--- config.mk ---
export PLATFORM = sky130hd
export DESIGN_NAME = ssmc_ctrl
export DESIGN_NICKNAME = d
export VERILOG_FILES = /design/src/hdl/ssmc_pkg.sv /design/src/hdl/ssmc_ctrl.sv
export SDC_FILE = /design/constraint.sdc
export NUM_CORES = 1
export LEC_CHECK = 0
export BUFFER_PORTS_ARGS = -buffer_cell sky130_fd_sc_hd__buf_2
export CORE_ASPECT_RATIO = 1.75
export CORE_MARGIN = 1.5
export CORE_UTILIZATION = 45
export DETAILED_ROUTE_END_ITERATION = 6
export PLACE_DENSITY = 0.7
export SLEW_MARGIN = 20
export SYNTH_ARGS = -nofsm -noshare
export SYNTH_HDL_FRONTEND = slang
export SYNTH_SLANG_ARGS = --single-unit
export TNS_END_PERCENT = 1
--- constraint.sdc ---
create_clock -name clk -period 2.1 [get_ports clk]
set_clock_uncertainty 0.15 [all_clocks]
set_input_delay 0.105 -clock clk [delete_from_list [all_inputs] [get_ports clk]]
set_output_delay 0.105 -clock clk [all_outputs]
set_load 0.005 [all_outputs]
--- src/hdl/ssmc_pkg.sv ---
// ---------------------------------------------------------------------------
// ssmc_pkg
// Shared types and constants for the minimum-count subset-sum block.
// ---------------------------------------------------------------------------
`default_nettype none

package ssmc_pkg;

  // Row geometry and count coding.
  localparam int MAX_SUM    = 1023;
  localparam int ROW_DEPTH  = MAX_SUM + 1;
  localparam int ADDR_BITS  = $clog2(ROW_DEPTH);
  localparam int COUNT_BITS = 8;

  localparam logic [COUNT_BITS-1:0] CNT_NONE = {COUNT_BITS{1'b1}};
  localparam logic [COUNT_BITS-1:0] CNT_TOP  = CNT_NONE - 1'b1;

  // Register indexes of the configuration port.
  localparam logic CFG_TARGET_SUM  = 1'b0;
  localparam logic CFG_COUNT_LIMIT = 1'b1;

  typedef logic [ADDR_BITS-1:0]  addr_t;
  typedef logic [COUNT_BITS-1:0] cnt_t;

  // One input transaction.
  typedef struct packed {
    logic [9:0] item_value;
    logic       last_item;
  } item_t;

  // One result transaction.
  typedef struct packed {
    logic       feasible;
    logic [7:0] min_count;
  } result_t;

  // Access request from the controller to the row memory.
  typedef struct packed {
    logic  wr_en;
    addr_t wr_addr;
    cnt_t  wr_data;
    addr_t rd_addr_a;
    addr_t rd_addr_b;
  } mem_req_t;

  typedef enum logic [2:0] {
    ST_IDLE,
    ST_WALK,
    ST_DRAIN,
    ST_TGT_RD,
    ST_REPORT,
    ST_CLEAR
  } state_t;

endpackage

`default_nettype wire

--- src/hdl/ssmc_ctrl.sv ---
// ---------------------------------------------------------------------------
// ssmc_ctrl
// Row walk sequencer: read-modify-write of the count row, result, clearing.
// ---------------------------------------------------------------------------
`default_nettype none

module ssmc_ctrl (
  input  wire logic              clk,
  input  wire logic              rst,
  input  wire logic              start,
  input  wire ssmc_pkg::item_t   item,
  input  wire logic [9:0]        target_sum,
  input  wire logic [7:0]        count_limit,
  input  wire ssmc_pkg::cnt_t    rd_data_a,
  input  wire ssmc_pkg::cnt_t    rd_data_b,
  output ssmc_pkg::mem_req_t     mem_req,
  output logic                   busy,
  output logic                   done,
  output ssmc_pkg::result_t      result
);

  import ssmc_pkg::*;

  state_t  state;
  state_t  state_next;
  addr_t   walk_index;
  addr_t   value;
  logic    last;
  logic    p_valid;
  addr_t   p_addr;
  addr_t   clr_index;
  cnt_t    cand;
  logic    upd;
  logic    value_ok;
  logic    walk_end;
  logic    tgt_out;
  cnt_t    tgt_cnt;

  // An item of value zero or beyond the row leaves the row alone.
  assign value_ok = (item.item_value != 10'd0) && (32'(item.item_value) <= MAX_SUM);
  assign walk_end = (walk_index == value);
  assign tgt_out  = (32'(target_sum) > MAX_SUM);

  // Candidate count from the entry one item below, saturated.
  always_comb begin
    if (rd_data_b >= CNT_TOP) begin
      cand = CNT_TOP;
    end else begin
      cand = rd_data_b + 1'b1;
    end
    upd = p_valid && (rd_data_b != CNT_NONE) && (cand < rd_data_a);
  end

  // Count at the target, or the unreachable code if the target is off the row.
  assign tgt_cnt = tgt_out ? CNT_NONE : rd_data_a;

  // Next state.
  always_comb begin
    state_next = state;
    case (state)
      ST_IDLE: begin
        if (start) begin
          if (value_ok) begin
            state_next = ST_WALK;
          end else if (item.last_item) begin
            state_next = ST_TGT_RD;
          end
        end
      end
      ST_WALK: begin
        if (walk_end) begin
          state_next = ST_DRAIN;
        end
      end
      ST_DRAIN: begin
        state_next = last ? ST_TGT_RD : ST_IDLE;
      end
      ST_TGT_RD: begin
        state_next = ST_REPORT;
      end
      ST_REPORT: begin
        state_next = ST_CLEAR;
      end
      ST_CLEAR: begin
        if (32'(clr_index) == MAX_SUM) begin
          state_next = ST_IDLE;
        end
      end
      default: begin
        state_next = ST_CLEAR;
      end
    endcase
  end

  // Memory requests and handshake outputs.
  always_comb begin
    busy              = (state != ST_IDLE);
    mem_req.rd_addr_a = walk_index;
    mem_req.rd_addr_b = walk_index - value;
    mem_req.wr_en     = upd;
    mem_req.wr_addr   = p_addr;
    mem_req.wr_data   = cand;
    case (state)
      ST_TGT_RD: begin
        mem_req.rd_addr_a = ADDR_BITS'(target_sum);
      end
      ST_CLEAR: begin
        mem_req.wr_en   = 1'b1;
        mem_req.wr_addr = clr_index;
        mem_req.wr_data = (clr_index == '0) ? '0 : CNT_NONE;
      end
      default: begin
      end
    endcase
  end

  // Control registers.
  always_ff @(posedge clk) begin
    if (rst) begin
      state      <= ST_CLEAR;
      walk_index <= '0;
      clr_index  <= '0;
      p_valid    <= 1'b0;
      done       <= 1'b0;
      last       <= 1'b0;
    end else begin
      state   <= state_next;
      p_valid <= (state == ST_WALK);
      done    <= (state == ST_REPORT);
      case (state)
        ST_IDLE: begin
          if (start) begin
            last       <= item.last_item;
            walk_index <= ADDR_BITS'(MAX_SUM);
          end
        end
        ST_WALK: begin
          walk_index <= walk_end ? '0 : walk_index - 1'b1;
        end
        ST_REPORT: begin
          clr_index <= '0;
        end
        ST_CLEAR: begin
          clr_index <= clr_index + 1'b1;
        end
        default: begin
        end
      endcase
    end
  end

  // Payload registers.
  always_ff @(posedge clk) begin
    p_addr <= walk_index;
    if (state == ST_IDLE && start) begin
      value <= ADDR_BITS'(item.item_value);
    end
    if (state == ST_REPORT) begin
      result.min_count <= 8'(tgt_cnt);
      result.feasible  <= (tgt_cnt != CNT_NONE) && (32'(tgt_cnt) <= 32'(count_limit));
    end
  end

endmodule

`default_nettype wire

* Word-level counts from Yosys, hierarchy flattened
Cells that the tools add are included.
Word-level totals: register bits 55, input port bits 48, output and inout bits 50, logic and storage cells 58
Cells by class: add/sub/neg operators 4, $lt $le $gt $ge 3, equality and inequality tests 13, multiplexer cells 15, reductions and logical operators 13
Operators with widths (number):
- case mux 10 bit (2 select lines) | 2
- two-way mux 10 bit | 3
- two-way mux 19 bit | 1
- two-way mux 8 bit | 2
- != test 8 bit (second input constant) | 2
- two-way mux 3 bit | 5
- case mux 3 bit (5 select lines) | 1
- adder 10 x 1 -> 10 bit (second input constant) | 1
- == test 10 bit | 1
- == test 10 bit (second input constant) | 1
- zero test 10 bit | 1
- nonzero test 10 bit | 1
- subtractor 10 x 1 -> 10 bit (second input constant) | 1
- subtractor 10 bit | 1
- adder 8 x 1 -> 8 bit (second input constant) | 1
- >= comparator 8 bit (second input constant) | 1
- less-or-equal comparator 8 bit | 1
- < comparator 8 bit | 1
- == test 3 x 2 -> 1 bit (second input constant) | 2
- == test 3 bit (second input constant) | 2
- != test 2 bit (second input constant) | 3
- logical AND 1 bit | 4
- AND reduction 2 bit | 2
- AND reduction 4 bit | 1
- other kinds (6) | 7

* Logic depth before layout (Yosys ltp)
depth after elaboration 5, depth in mapped cells 11, mapped depth without buffers 11

* Worst setup path before layout
OpenSTA, ideal clock, no wires.
kind input port to output port, start input port rd_data_b[0], end output port mem_req[38] (netlist name), arrival time 1892 ps, required time 1845 ps, setup slack -47 ps, cell stages on the path 10, path buffers 0, path through inv_1 -> ha_1 -> o211ai_1 -> nand2_1 -> ha_1 -> a21o_1 -> a21oi_1 -> nor2_1 -> a311oi_1 -> a2bb2oi_1
RTL lines:
- start, declared | RTL line ssmc_ctrl.sv:15 | input wire ssmc_pkg::cnt_t rd_data_b,
- end, declared | RTL line ssmc_ctrl.sv:16 | output ssmc_pkg::mem_req_t mem_req,

==> reports/results.tsv <==
stage	metric	value	unit
power_and_ir_drop	p_int	0.001816	W
power_and_ir_drop	pwr-share-seq	46.9	%
layout	multiInputGateArea	2216	um2
global_routing	grt_max_degree	28	
layout	nets	665	
clock_network	htree_levels	2	
timing	timing.hold.ws	0.06002	ns
timing	timing.final.crit_share	116.2	%
timing	slew_violations	0	
layout	final-instance-count-excl-fill	676	
clock_network	cts_tree	yes	
placed_design	io_buffers	97	
synth	yosysSeqAreaShare	36.30	%
timing	max-slew-margin-rel	64.18	%
worst_setup_path	worstPathArrival	2.19	ns
global_routing	first_global_vias	3788	
detailed_routing	ant_nets	0	
synth	syn_area_per_cell	8.469	um2
layout	final_cell_area	5094	um2
power_and_ir_drop	cellPowerDensity	464.4	nW/um2
synth	syn_inst	420	
synth	synth_top_flop_cell	dfxtp_1	
floorplanning	die-width	70.21	um
detailed_routing	firstDrtPassIters	4	
detailed_routing	wl_per_cell	15.53	um
global_routing	antenna_found_initial	0	
layout	drive_above_1_share	37.59	%
synth	synth-edff-count	19	
timing	min_period	2.440	ns
placed_design	pre_cts_ws	-0.3710	ns
power_and_ir_drop	p_sw_share	23.21	%
synth	synth_cell_type_count	57	
synth	synthArstFlopShare	0	%
placed_design	placed_area	4513	um2
worst_setup_path	worstPathRequired	1.85	ns
floorplanning	fp.dieArea	8468	um2
clock_network	cts_sinks	55	
synth	ys_seq_elements	55	
placed_design	dpl.cell_count	644	
floorplanning	num_io_pins	98	
power_and_ir_drop	power.share.clock	38.6	%
power_and_ir_drop	peakVddDrop	0.3731	mV
placed_design	hpwl	7.820	mm
floorplanning	die_h	120.6	um
detailed_routing	drcViolationCount	0	
power_and_ir_drop	leakagePower	2.455	nW
synth	synthesis.area	3557	um2
layout	ff_latch_area	1297	um2
power_and_ir_drop	total_power	0.002365	W
floorplanning	fp-row-count	42	
clock_network	clock_path_buffers	2	
run	drv_cap	0	
layout	layout_common_cells	95 x buf_2, 62 x buf_4, 57 x nand2_1	
detailed_routing	drt-total-wl	10.50	mm
clock_network	clk_pin_slew_worst_paths	0.07	ns
synth	yosysTopAreaCellShare	20.26	%
power_and_ir_drop	combPwrFrac	14.5	%
timing	setup_ws	-0.3403	ns
worst_setup_path	crit_type	reg -> out	
floorplanning	start_util	46.68	%
clock_network	clockRootBuffer	clkbuf_16	
outcome	status	finished with violations	
timing	hold_viol_final	0	
worst_setup_path	worstSetupStartpointType	flop	
detailed_routing	initialDrtViolationCount	180	
layout	layout_commonest_cell	buf_2	
synth	ys_warn_count	0	
worst_setup_path	end_kind	primary output	
worst_setup_path	cp_max_fo	3	
global_routing	grt_pass1_wl	16.30	mm
layout	n_antenna_cell	0	
layout	syn_to_final_growth	43.19	%
power_and_ir_drop	switchingPower	0.0005491	W
global_routing	grt-ovfl-total	0	
timing	worst_slew_pin_slew	0.5331	ns
detailed_routing	vias_per_cell	5.501	
layout	fillers	594	
timing	timing.fmax	409.8	MHz
global_routing	track_usage	24.29	%
outcome	violations	setup timing	
clock_network	clock_latency	0.30	ns
floorplanning	core_area	7620	um2
timing	setup_violations	8	
worst_setup_path	r2r_slack	-0.04	ns
detailed_routing	vias	3719	
synth	syn-num-nets	498	
placed_design	gp_congestion	0.9271	
clock_network	numCtsBuffers	5	
hold_path	hold_class	in -> reg	
timing	rsz0062_at_grt	true	
synth	synth.area.top_cells	dfxtp_1 20%, edfxtp_1 16%, ha_1 10%	
synth	yosysTopAreaCell	dfxtp_1	
## area by class of cell
type / instances / share of cell area [%]
Multi-Input combinational cell: 308 / 43.50
Sequential cell: 55 / 25.47
Timing Repair Buffer: 179 / 22.87
Clock buffer: 7 / 3.021
Inverter: 38 / 2.800
Tap cell: 88 / 2.162
Clock inverter: 1 / 0.1719
## per-stage QoR
stage / TNS, ns / util, %
final: -1.872 / 66.85
after detailed placement: -0.9790 / 59.23
after global placement: -0.7641 / 59.23
after floorplan: -0.009874 / -
after CTS: -1.537 / 65.45
after global routing: -3.031 / 66.85
## cells by family (layout without fill, tap and decap cells)
logic type / count (synthesis) / count (layout) / share of synthesized area, %
AOI/OAI and AO/OA: 100 / 100 / 18.75
xor gates and xnor gates: 10 / 10 / 2.673
adders and majority gates: 30 / 30 / 10.76
buffers and inverters: 57 / 225 / 6.120
DFF: 55 / 55 / 36.30
muxes: 13 / 13 / 4.045
and+or+nand+nor: 155 / 155 / 21.35
## worst paths after layout
check                      from       endpoint  depth (start not counted)
setup / recovery       value[0]     mem_req[8]                          9
hold reg to reg            last           last                          2
setup reg to reg  walk_index[3]  walk_index[7]                          6
hold / removal              rst  walk_index[5]                          3
## repair_timing
action                     CTS  global route
hold endpoints to repair    19             0
gates resized for setup     26            20
hold buffers                19             0
pin swaps                   16            10
setup endpoints to repair   23            24
buffers inserted             4             1
## power groups by stage
stage	clock network [W]	logic (W)	registers, W
2_1_floorplan	0	0.000144	0.00113
3_3_place_gp	0	0.000289	0.00113
6_report	0.000914	0.000343	0.00111
5_1_grt	0.000963	0.000380	0.00111
4_1_cts	0.000932	0.000336	0.00111
3_5_place_dp	0	0.000298	0.00113
## routing by layer
metal | GRT usage [%] | up-vias | share of wire, %
met3 | 3.250 | 51 | 3.7
met1 | 21.39 | 1714 | 34
met4 | 16.95 | 0 | 5.8
li1 | - | 1828 | -
met2 | 48.45 | 126 | 56
met5 | 0 | - | 0
## sequential cells by signal, indices dropped and copies added, names as in the netlist, named ones only
name        cells
state           2
walk_index     10
clr_index      10
done            1
value          10
result          9
last            1
p_addr         10
p_valid         1
## critical path, stage by stage, from the launching register on
cell and delay (ns):
edfxtp_1 0.41, ha_4 0.18, fa_2 0.38, nor2b_4 0.14
o21ai_4 0.09, a21oi_2 0.21, a2111oi_4 0.08, buf_4 0.15
xnor2_2 0.11, buf_2 0.12
## cells in the mapped netlist (all sizes together), types with 3 or more instances
master and instances:
a21bo 5, a21o 10, a21oi 28, a31oi 5, and3 5, buf 3, clkbuf 16, dfxtp 36
edfxtp 19, ha 29, inv 38, mux2 11, nand2 57, nand2b 4, nand3 15, nand3b 3
nand4 7, nor2 24, nor2b 6, nor3 13, nor3b 3, nor4 6, o211ai 4, o21ai 24
or3 3, xnor2 5, xor2 5
(Power assumes the default switching activity.)
